### src/rtl/rgb_threshold_morph_open_unit_macros.svh
// Assertion macros for the threshold and opening unit.
// Used by the modules that carry concurrent checks; expects clk and rst_n in scope.
`ifndef RGB_THRESHOLD_MORPH_OPEN_UNIT_MACROS_SVH
`define RGB_THRESHOLD_MORPH_OPEN_UNIT_MACROS_SVH
`ifndef SYNTH
// Condition that holds at every clock edge outside reset
`define RTMO_ASSERT(lbl, cond) \
  lbl: assert property (@(posedge clk) disable iff (!rst_n) (cond)) \
    else $error("rtmo check failed");
// Condition that must hold in the cycle after a trigger
`define RTMO_ASSERT_NEXT(lbl, pre, post) \
  lbl: assert property (@(posedge clk) disable iff (!rst_n) (pre) |=> (post)) \
    else $error("rtmo check failed");
`else
`define RTMO_ASSERT(lbl, cond)
`define RTMO_ASSERT_NEXT(lbl, pre, post)
`endif
`endif

### src/rtl/rtmo_pkg.sv
// Shared types and constants of the threshold and opening unit.
// No dependencies.
package rtmo_pkg;

  localparam int KERNEL_SIZE = 5;
  localparam int RAD         = KERNEL_SIZE / 2;
  localparam int MAX_HEIGHT  = 1024;
  localparam int ROW_W       = 11;   // holds 0..MAX_HEIGHT
  localparam int RING_W      = 4;    // 16-row ring in the line memories
  localparam int WORD_COLS   = 4;    // columns packed in one memory word
  localparam int WORD_BITS   = (1 << RING_W) * WORD_COLS;
  localparam int CFG_W       = 11;

  // Register indexes of the configuration port
  localparam logic [1:0] REG_THRESHOLD = 2'd0;
  localparam logic [1:0] REG_WIDTH     = 2'd1;
  localparam logic [1:0] REG_HEIGHT    = 2'd2;

  localparam logic [7:0]       THR_RESET = 8'd128;
  localparam logic [ROW_W-1:0] H_RESET   = 11'd480;

  typedef struct packed {
    logic       req_type;
    logic [7:0] chan0;
    logic [7:0] chan1;
    logic [7:0] chan2;
  } rtmo_in_t;

  typedef struct packed {
    logic [7:0] clean_value;
    logic [9:0] out_row;
    logic [9:0] out_col;
    logic       frame_last;
  } rtmo_out_t;

  // Per-transaction decisions of the scheduler
  typedef struct packed {
    logic take;   // pixel written to the binary line memory
    logic ero;    // one erosion result computed
    logic emit;   // one output pixel produced
    logic last;   // emitted pixel closes the frame
  } rtmo_ctl_t;

endpackage

### src/rtl/rtmo_sched.sv
// Configuration registers, frame position counters and per-transaction scheduling
// of pixel write, erosion and output. Uses rtmo_pkg and the assertion macros.
`include "rgb_threshold_morph_open_unit_macros.svh"
module rtmo_sched import rtmo_pkg::*; #(
  parameter int MAX_WIDTH = 1024
) (
  input  logic                         clk,
  input  logic                         rst_n,
  input  logic                         cfg_wr_en,
  input  logic [1:0]                   cfg_index,
  input  logic [CFG_W-1:0]             cfg_data,
  input  logic                         step,
  input  rtmo_in_t                     in_data,
  output rtmo_ctl_t                    ctl,
  output logic                         bin,
  output logic [ROW_W-1:0]             in_row,
  output logic [$clog2(MAX_WIDTH)-1:0] in_col,
  output logic [ROW_W-1:0]             er_row,
  output logic [$clog2(MAX_WIDTH)-1:0] er_col,
  output logic [ROW_W-1:0]             o_row,
  output logic [$clog2(MAX_WIDTH)-1:0] o_col,
  output logic [$clog2(MAX_WIDTH):0]   w_eff,
  output logic [ROW_W-1:0]             h_eff
);

  localparam int CW = $clog2(MAX_WIDTH);
  localparam logic [CW:0] W_RESET = (640 > MAX_WIDTH) ? (CW+1)'(MAX_WIDTH) : (CW+1)'(640);

  logic [7:0]       thr_r;
  logic [CW:0]      w_r;
  logic [ROW_W-1:0] h_r;
  logic [ROW_W-1:0] in_row_r, in_row_nxt, er_row_r, er_row_nxt, o_row_r, o_row_nxt;
  logic [CW-1:0]    in_col_r, in_col_nxt, er_col_r, er_col_nxt, o_col_r, o_col_nxt;
  logic [CW:0]      w_clamp;
  logic [ROW_W-1:0] h_clamp;
  logic [9:0]       sum, lim;
  logic [ROW_W-1:0] e_lr, o_lr, h_m1;
  logic [CW:0]      e_lc, o_lc, w_m1;
  logic             restart;

  // Clamp written frame sizes to the supported range
  always_comb begin
    if (cfg_data < CFG_W'(KERNEL_SIZE)) begin
      w_clamp = (CW+1)'(KERNEL_SIZE);
    end else if (32'(cfg_data) > MAX_WIDTH) begin
      w_clamp = (CW+1)'(MAX_WIDTH);
    end else begin
      w_clamp = (CW+1)'(cfg_data);
    end
    if (cfg_data < CFG_W'(KERNEL_SIZE)) begin
      h_clamp = ROW_W'(KERNEL_SIZE);
    end else if (32'(cfg_data) > MAX_HEIGHT) begin
      h_clamp = ROW_W'(MAX_HEIGHT);
    end else begin
      h_clamp = ROW_W'(cfg_data);
    end
  end

  // Threshold: bin is set when floor(sum/3) <= T, that is sum <= 3T+2
  always_comb begin
    sum = {2'b0, in_data.chan0} + {2'b0, in_data.chan1} + {2'b0, in_data.chan2};
    lim = {2'b0, thr_r} + {1'b0, thr_r, 1'b0} + 10'd2;
    bin = (sum <= lim);
  end

  // Step decisions; each later stage sees the positions updated by the earlier one
  always_comb begin
    h_m1 = h_r - ROW_W'(1);
    w_m1 = w_r - (CW+1)'(1);

    ctl.take   = step && !in_data.req_type && (in_row_r < h_r);
    in_row_nxt = in_row_r;
    in_col_nxt = in_col_r;
    if (ctl.take) begin
      if ({1'b0, in_col_r} == w_m1) begin
        in_row_nxt = in_row_r + ROW_W'(1);
        in_col_nxt = '0;
      end else begin
        in_col_nxt = in_col_r + CW'(1);
      end
    end

    // last input the erosion window needs
    e_lr = ((er_row_r + ROW_W'(RAD)) > h_m1) ? h_m1 : (er_row_r + ROW_W'(RAD));
    e_lc = (({1'b0, er_col_r} + (CW+1)'(RAD)) > w_m1) ? w_m1 :
           ({1'b0, er_col_r} + (CW+1)'(RAD));
    ctl.ero = step && (er_row_r < h_r) &&
              ((e_lr < in_row_nxt) || ((e_lr == in_row_nxt) && (e_lc < {1'b0, in_col_nxt})));
    er_row_nxt = er_row_r;
    er_col_nxt = er_col_r;
    if (ctl.ero) begin
      if ({1'b0, er_col_r} == w_m1) begin
        er_row_nxt = er_row_r + ROW_W'(1);
        er_col_nxt = '0;
      end else begin
        er_col_nxt = er_col_r + CW'(1);
      end
    end

    // last eroded pixel the dilation window needs
    o_lr = ((o_row_r + ROW_W'(RAD)) > h_m1) ? h_m1 : (o_row_r + ROW_W'(RAD));
    o_lc = (({1'b0, o_col_r} + (CW+1)'(RAD)) > w_m1) ? w_m1 :
           ({1'b0, o_col_r} + (CW+1)'(RAD));
    ctl.emit = step && (o_row_r < h_r) &&
               ((o_lr < er_row_nxt) || ((o_lr == er_row_nxt) && (o_lc < {1'b0, er_col_nxt})));
    ctl.last = ctl.emit && (o_row_r == h_m1) && ({1'b0, o_col_r} == w_m1);
    o_row_nxt = o_row_r;
    o_col_nxt = o_col_r;
    if (ctl.emit) begin
      if ({1'b0, o_col_r} == w_m1) begin
        o_row_nxt = o_row_r + ROW_W'(1);
        o_col_nxt = '0;
      end else begin
        o_col_nxt = o_col_r + CW'(1);
      end
    end

    restart = cfg_wr_en && ((cfg_index == REG_WIDTH) || (cfg_index == REG_HEIGHT));
  end

  // Configuration registers
  always_ff @(posedge clk) begin
    if (!rst_n) begin
      thr_r <= THR_RESET;
      w_r   <= W_RESET;
      h_r   <= H_RESET;
    end else if (cfg_wr_en) begin
      case (cfg_index)
        REG_THRESHOLD: thr_r <= cfg_data[7:0];
        REG_WIDTH:     w_r   <= w_clamp;
        REG_HEIGHT:    h_r   <= h_clamp;
        default:       ;
      endcase
    end
  end

  // Position counters; frame end or a size write restarts the frame
  always_ff @(posedge clk) begin
    if (!rst_n || restart || ctl.last) begin
      in_row_r <= '0;
      in_col_r <= '0;
      er_row_r <= '0;
      er_col_r <= '0;
      o_row_r  <= '0;
      o_col_r  <= '0;
    end else begin
      in_row_r <= in_row_nxt;
      in_col_r <= in_col_nxt;
      er_row_r <= er_row_nxt;
      er_col_r <= er_col_nxt;
      o_row_r  <= o_row_nxt;
      o_col_r  <= o_col_nxt;
    end
  end

  assign in_row = in_row_r;
  assign in_col = in_col_r;
  assign er_row = er_row_r;
  assign er_col = er_col_r;
  assign o_row  = o_row_r;
  assign o_col  = o_col_r;
  assign w_eff  = w_r;
  assign h_eff  = h_r;

  // erosion never runs ahead of the input, output never ahead of erosion
  `RTMO_ASSERT(a_ero_behind_in, (er_row_r < in_row_r) || ((er_row_r == in_row_r) && (er_col_r <= in_col_r)))
  `RTMO_ASSERT(a_out_behind_ero, (o_row_r < er_row_r) || ((o_row_r == er_row_r) && (o_col_r <= er_col_r)))
  `RTMO_ASSERT(a_cols_in_frame, ({1'b0, in_col_r} < w_r) && ({1'b0, er_col_r} < w_r) && ({1'b0, o_col_r} < w_r))
  `RTMO_ASSERT_NEXT(a_size_restart, restart, (in_row_r == '0) && (er_row_r == '0) && (o_row_r == '0) && (o_col_r == '0))

endmodule
### config.mk
export PLATFORM = sky130hd
export DESIGN_NAME = rtmo_sched
export DESIGN_NICKNAME = d
export VERILOG_FILES = /design/src/rtl/rtmo_pkg.sv /design/src/rtl/rtmo_sched.sv
export VERILOG_INCLUDE_DIRS = /design/src /design/src/rtl
export SDC_FILE = /design/constraint.sdc
export NUM_CORES = 1
export LEC_CHECK = 0
export BUFFER_PORTS_ARGS = -buffer_cell sky130_fd_sc_hd__buf_2
export CAP_MARGIN = 20
export CORE_ASPECT_RATIO = 0.5
export CORE_MARGIN = 2
export CORE_UTILIZATION = 45
export CTS_BUF_LIST = sky130_fd_sc_hd__clkbuf_2
export DETAILED_ROUTE_END_ITERATION = 10
export MAX_ROUTING_LAYER = met4
export PLACE_DENSITY = 0.66
export SLEW_MARGIN = 30
export SYNTH_ARGS = -nofsm -noshare
export SYNTH_HDL_FRONTEND = slang
export SYNTH_SLANG_ARGS = --single-unit
### constraint.sdc
create_clock -name clk -period 15.3 [get_ports clk]
set_input_delay 0.765 -clock clk [delete_from_list [all_inputs] [get_ports clk]]
set_output_delay 0.765 -clock clk [all_outputs]
set_load 0.1 [all_outputs]
* Yosys cells after proc, flatten, opt, wreduce, memory -nomap -nowiden
Cells that the tools add are included.
** Operators by class
- $add $sub $neg :: 16
- $lt $le $gt $ge :: 14
- Equality and inequality tests :: 8
- Mux-type cells :: 15
- Reduce and logical (&&, ||, !) cells :: 23
** Operators with widths (count)
- 11-bit two-way mux :: 10
- 11-bit < comparator :: 5
- 10-bit two-way mux :: 5
- 11-bit greater-than comparator :: 4
- 11-bit by 1-bit adder with 11-bit output, second input constant :: 3
- 10-bit by 11-bit == test with 1-bit output :: 3
- 11-bit == test :: 3
- 10-bit by 1-bit adder with 10-bit output, second input constant :: 3
- 10-bit by 2-bit adder with 11-bit output, second input constant :: 2
- 11-bit by 2-bit adder with 11-bit output, second input constant :: 2
- 11-bit by 10-bit < comparator with 1-bit output :: 2
- 11-bit by 1-bit subtractor with 11-bit output, second input constant :: 2
- 11-bit greater-than comparator, second input constant :: 1
- 1-bit logical AND :: 11
- 11-bit by 3-bit < comparator with 1-bit output, second input constant :: 1
- 10-bit by 2-bit adder with 10-bit output, second input constant :: 1
- 8-bit by 9-bit adder with 10-bit output :: 1
- 9-bit by 8-bit adder with 10-bit output :: 1
- 10-bit <= comparator :: 1
- 8-bit by 8-bit adder with 9-bit output :: 1
- 2-bit AND reduction :: 4
- 1-bit logical OR :: 5
- 2-bit by 1-bit == test with 1-bit output, second input constant :: 1
- 2-bit == test, second input constant :: 1
- other kinds (2) :: 3
** Storage, ports and cells
- Flip-flop bits (word level) :: 93
- Output and inout bits :: 90

* Depth between registers and ports, before layout
- Word-level depth :: 16
- Mapped depth :: 45
- Gate-level depth less buffers :: 41

* Worst setup path after synthesis
No wires, ideal clock.
- Path kind :: register -> output
- Start point :: reg h_r[4], in the netlist h_eff[4]
- End point :: out ctl[0] in the netlist's numbering
- Arrival time :: 10776 ps
- Setup slack :: 3759 ps
- Cell stages (with the launch flop) :: 37
- Path buffers :: 4
- Cells stage by stage :: dfxtp_1 > inv_1 > ha_1 > a21o_1 > a21o_1 > a221oi_1 > o2111a_1 > clkbuf_1 > and2_1 > nand3_1 > nor2_1 > nand3_1 > nor2_1 > xnor2_1 > ha_1 > nand4_1 > a2111oi_0 > o21ai_0 > nor3_1 > mux2i_1 > a41oi_2 > o21ai_4 > nand2_1 > clkbuf_1 > nand2_1 > o21ai_0 > ha_1 > nand3_1 > nor3_1 > or4_1 > a21oi_1 > o211ai_1 > a21oi_2 > o311ai_4 > buf_6 > buf_4 > nor2_1
** RTL lines
- start, declared :: RTL line rtmo_sched.sv:31 : logic [ROW_W-1:0] h_r;
- start signal, assigned :: RTL line rtmo_sched.sv:131 : REG_HEIGHT: h_r <= h_clamp;
- end, declared :: RTL line rtmo_sched.sv:14 : output rtmo_ctl_t ctl,

==> results.ini <==
[logic_synthesis]
synth_common_cells = 158 x ha_1, 104 x nor2_1, 93 x dfxtp_1
synthCells = 1219
synthArstFlopShare_pct = 0
synth-edff-count = 0
yosys_most_used_dff = dfxtp_1
synth_area_leader_cell = ha_1
netlist.area_leader.share_pct = 19.8
syn_area_um2 = 9960
avgSynthCellArea_um2 = 8.17
synth.ff_latch_count = 93
synth.top_cells.by_area = ha_1 20%, dfxtp_1 19%, xnor2_1 6.2%
synth_warnings = 0
yosysSeqAreaShare_pct = 18.7
yosysMostFrequentCell = ha_1
ys_types = 87
syn_nets = 1429

[floorplan]
die_area_um2 = 23400
ios = 132
core_um2 = 21700
die_w_um = 214
start_util_pct = 45.9
die_h_um = 109
rows = 38

[route]
vias = 9328
drt-initial-drc-count = 721
postRouteWirelength_um = 30300
viasPerCell = 5.72
wl_per_cell_um = 18.6
drt_first_pass_iters = 7
drc = 0
antenna_left = 0

[global_route]
grt_overflow = 0
grt_antenna_before_repair = 0
grt_usage_pct = 26.7
grt_pass1_wl_um = 47400
grt_pass1_vias = 8834
grt_max_degree = 45

[sta]
tightest_slew_ns = 1.00
fmax_mhz = 89.1
setup_violations = 0
skew_ns = 0.0522
hold_viol_final = 0
relSlewSlack_pct = 32.5
rsz0062_at_grt = false
holdWs_ns = 0.371
fin_crit_ns = 11.23
setup_ws_ns = 4.07
slew_viol_final = 0
fin_crit_sh_pct = 73.4
fin_setup_tns_ns = 0

[finish]
stdcell_area_um2 = 11000
final_cells = 1630
layout.nets = 1534
layout-drive-gt1-share_pct = 14.4
fin_util_pct = 50.9
area.growth.synth_to_final_pct = 10.8

[pwr]
p_switching_mw = 0.204
pwr-share-comb_pct = 27.5
swShare_pct = 35.4
leakage_nw = 5.03
peakVddDrop_uv = 66.9
power_frac_clock_pct = 29.1
total_power_mw = 0.577
seqPwrFrac_pct = 43.4
p_int_mw = 0.373
power.density_nw_per_um2 = 52.3

[placement]
portBuffers = 131
place_congestion = 0.945
hpwlAfterDp_um = 24300
dp_cells = 1613
post-place-ws_ns = 4.32
place_area_um2 = 10900

[setup_path]
reg2reg_depth = 34
cp_slowest_stage_delay_ns = 0.54
critPathKind = flip-flop to output pin
startpoint_type = flip-flop
cp.arrival_ns = 10.46
critPathMaxFanout = 23
cp_slowest_cell = or3b_1
worst_path_most_repeated_cell = ha_1
crit_required_ns = 14.53
endpoint_kind = output pin

[clock_network]
hold_buffers = 0
postCtsResizedCells = 0
cts_max_level = 3
clock_path_buffers = 2
numClockSinks = 93
clk_pin_slew_ns = 0.27
root_buffer = clkbuf_2
cts_buffers = 9
cts_setup_buffers = 0
cts_tree = built
clk_latency_ns = 0.69

[min_path]
hp-class = input pin to flip-flop
hold_depth = 3

[flow_run]
drv_cap = 0

[run_status]
status = finished, final reports clean

[path summary, 6_finish.rpt]
path / to / start / slack [ns]
worst min-delay path: thr_r[5]$_SDFFE_PN0P_ / cfg_data[5] / 0.37
worst max register to register: er_row[7]$_SDFF_PP0_ / w_eff[0]$_SDFFE_PN0P_ / 4.91
worst max-delay path: ctl[0] / w_eff[0]$_SDFFE_PN0P_ / 4.07
worst min register to register: thr_r[4]$_SDFFE_PN0P_ / thr_r[4]$_SDFFE_PN0P_ / 0.52
[cell usage in the layout (no fill, tap or decap), types with 9 or more instances in the layout]
cell type	netlist	routed
xnor2_1	70	70
nand4_1	25	25
o211ai_1	9	9
a21oi_1	75	75
mux2i_1	29	29
inv_1	77	77
nor2b_1	20	20
ha_1	158	158
and3_1	14	14
o21a_1	27	27
a21boi_0	16	16
buf_4	2	9
dfxtp_1	93	93
o21ai_0	47	47
clkbuf_2	0	10
nor2_1	104	103
xor2_1	54	54
nand2b_1	19	19
nand2_1	81	81
nand3_1	60	60
buf_2	10	131
a21o_1	17	17
fa_1	10	10
nor3_1	21	21
or3_1	21	21
[logic make-up (layout without fill, tap and decap cells)]
kind of cell    count (synthesis)  count (layout)  synth area share (%)
flops                          93              93                  18.7
compound gates                261             261                  18.2
simple gates                  416             416                  21.6
fa+ha+maj                     168             168                  21.9
mux                            31              31                  3.14
xor+xnor                      127             127                  11.6
buf+inv                       123             233                  4.99
other cells                     0               1                     0
[power groups by stage]
stage	logic (mW)	clock network (mW)	registers, mW
floorplan	0.105	0	0.267
global placement	0.154	0	0.255
detailed placement	0.158	0	0.255
CTS	0.159	0.172	0.251
global route	0.177	0.179	0.251
finish	0.158	0.168	0.251
[flip-flops by register name, indices dropped and copies added, names as in the netlist, 10 cells and up]
name    flops
in_row     11
o_col      10
in_col     10
er_col     10
w_eff      11
h_eff      11
er_row     11
o_row      11
[worst max-delay path, delay by kind of cell (launching register included)]
| family | cells | cell delay [ns] |
|---|---|---|
| AOI/OAI and AO/OA | 14 | 3.69 |
| and+or+nand+nor | 9 | 2.87 |
| adders and majority gates | 4 | 1.18 |
| buffers and inverters | 3 | 0.84 |
| xor gates and xnor gates | 2 | 0.66 |
| DFF | 1 | 0.43 |
| muxes | 1 | 0.12 |
[final cells by class]
cell class | count | area (um^2)
clock buffers | 10 | 50.0
repair buffers | 140 | 723
well taps | 300 | 375
diodes | 1 | 2.50
flip-flops and latches | 93 | 1860
inverters | 77 | 289
multi-input cells | 1003 | 7620
fillers | 2129 | 10600
clock inverters | 6 | 110
[layer usage]
metal  wire, um  part of all wire, %  GRT usage, %
met5          0                    0             -
met4        321                  1.1          6.35
met3       2130                  7.0          4.18
met2      13400                   44          42.7
met1      14500                   48          35.6
Note: power is estimated with default switching activity, not from simulation.
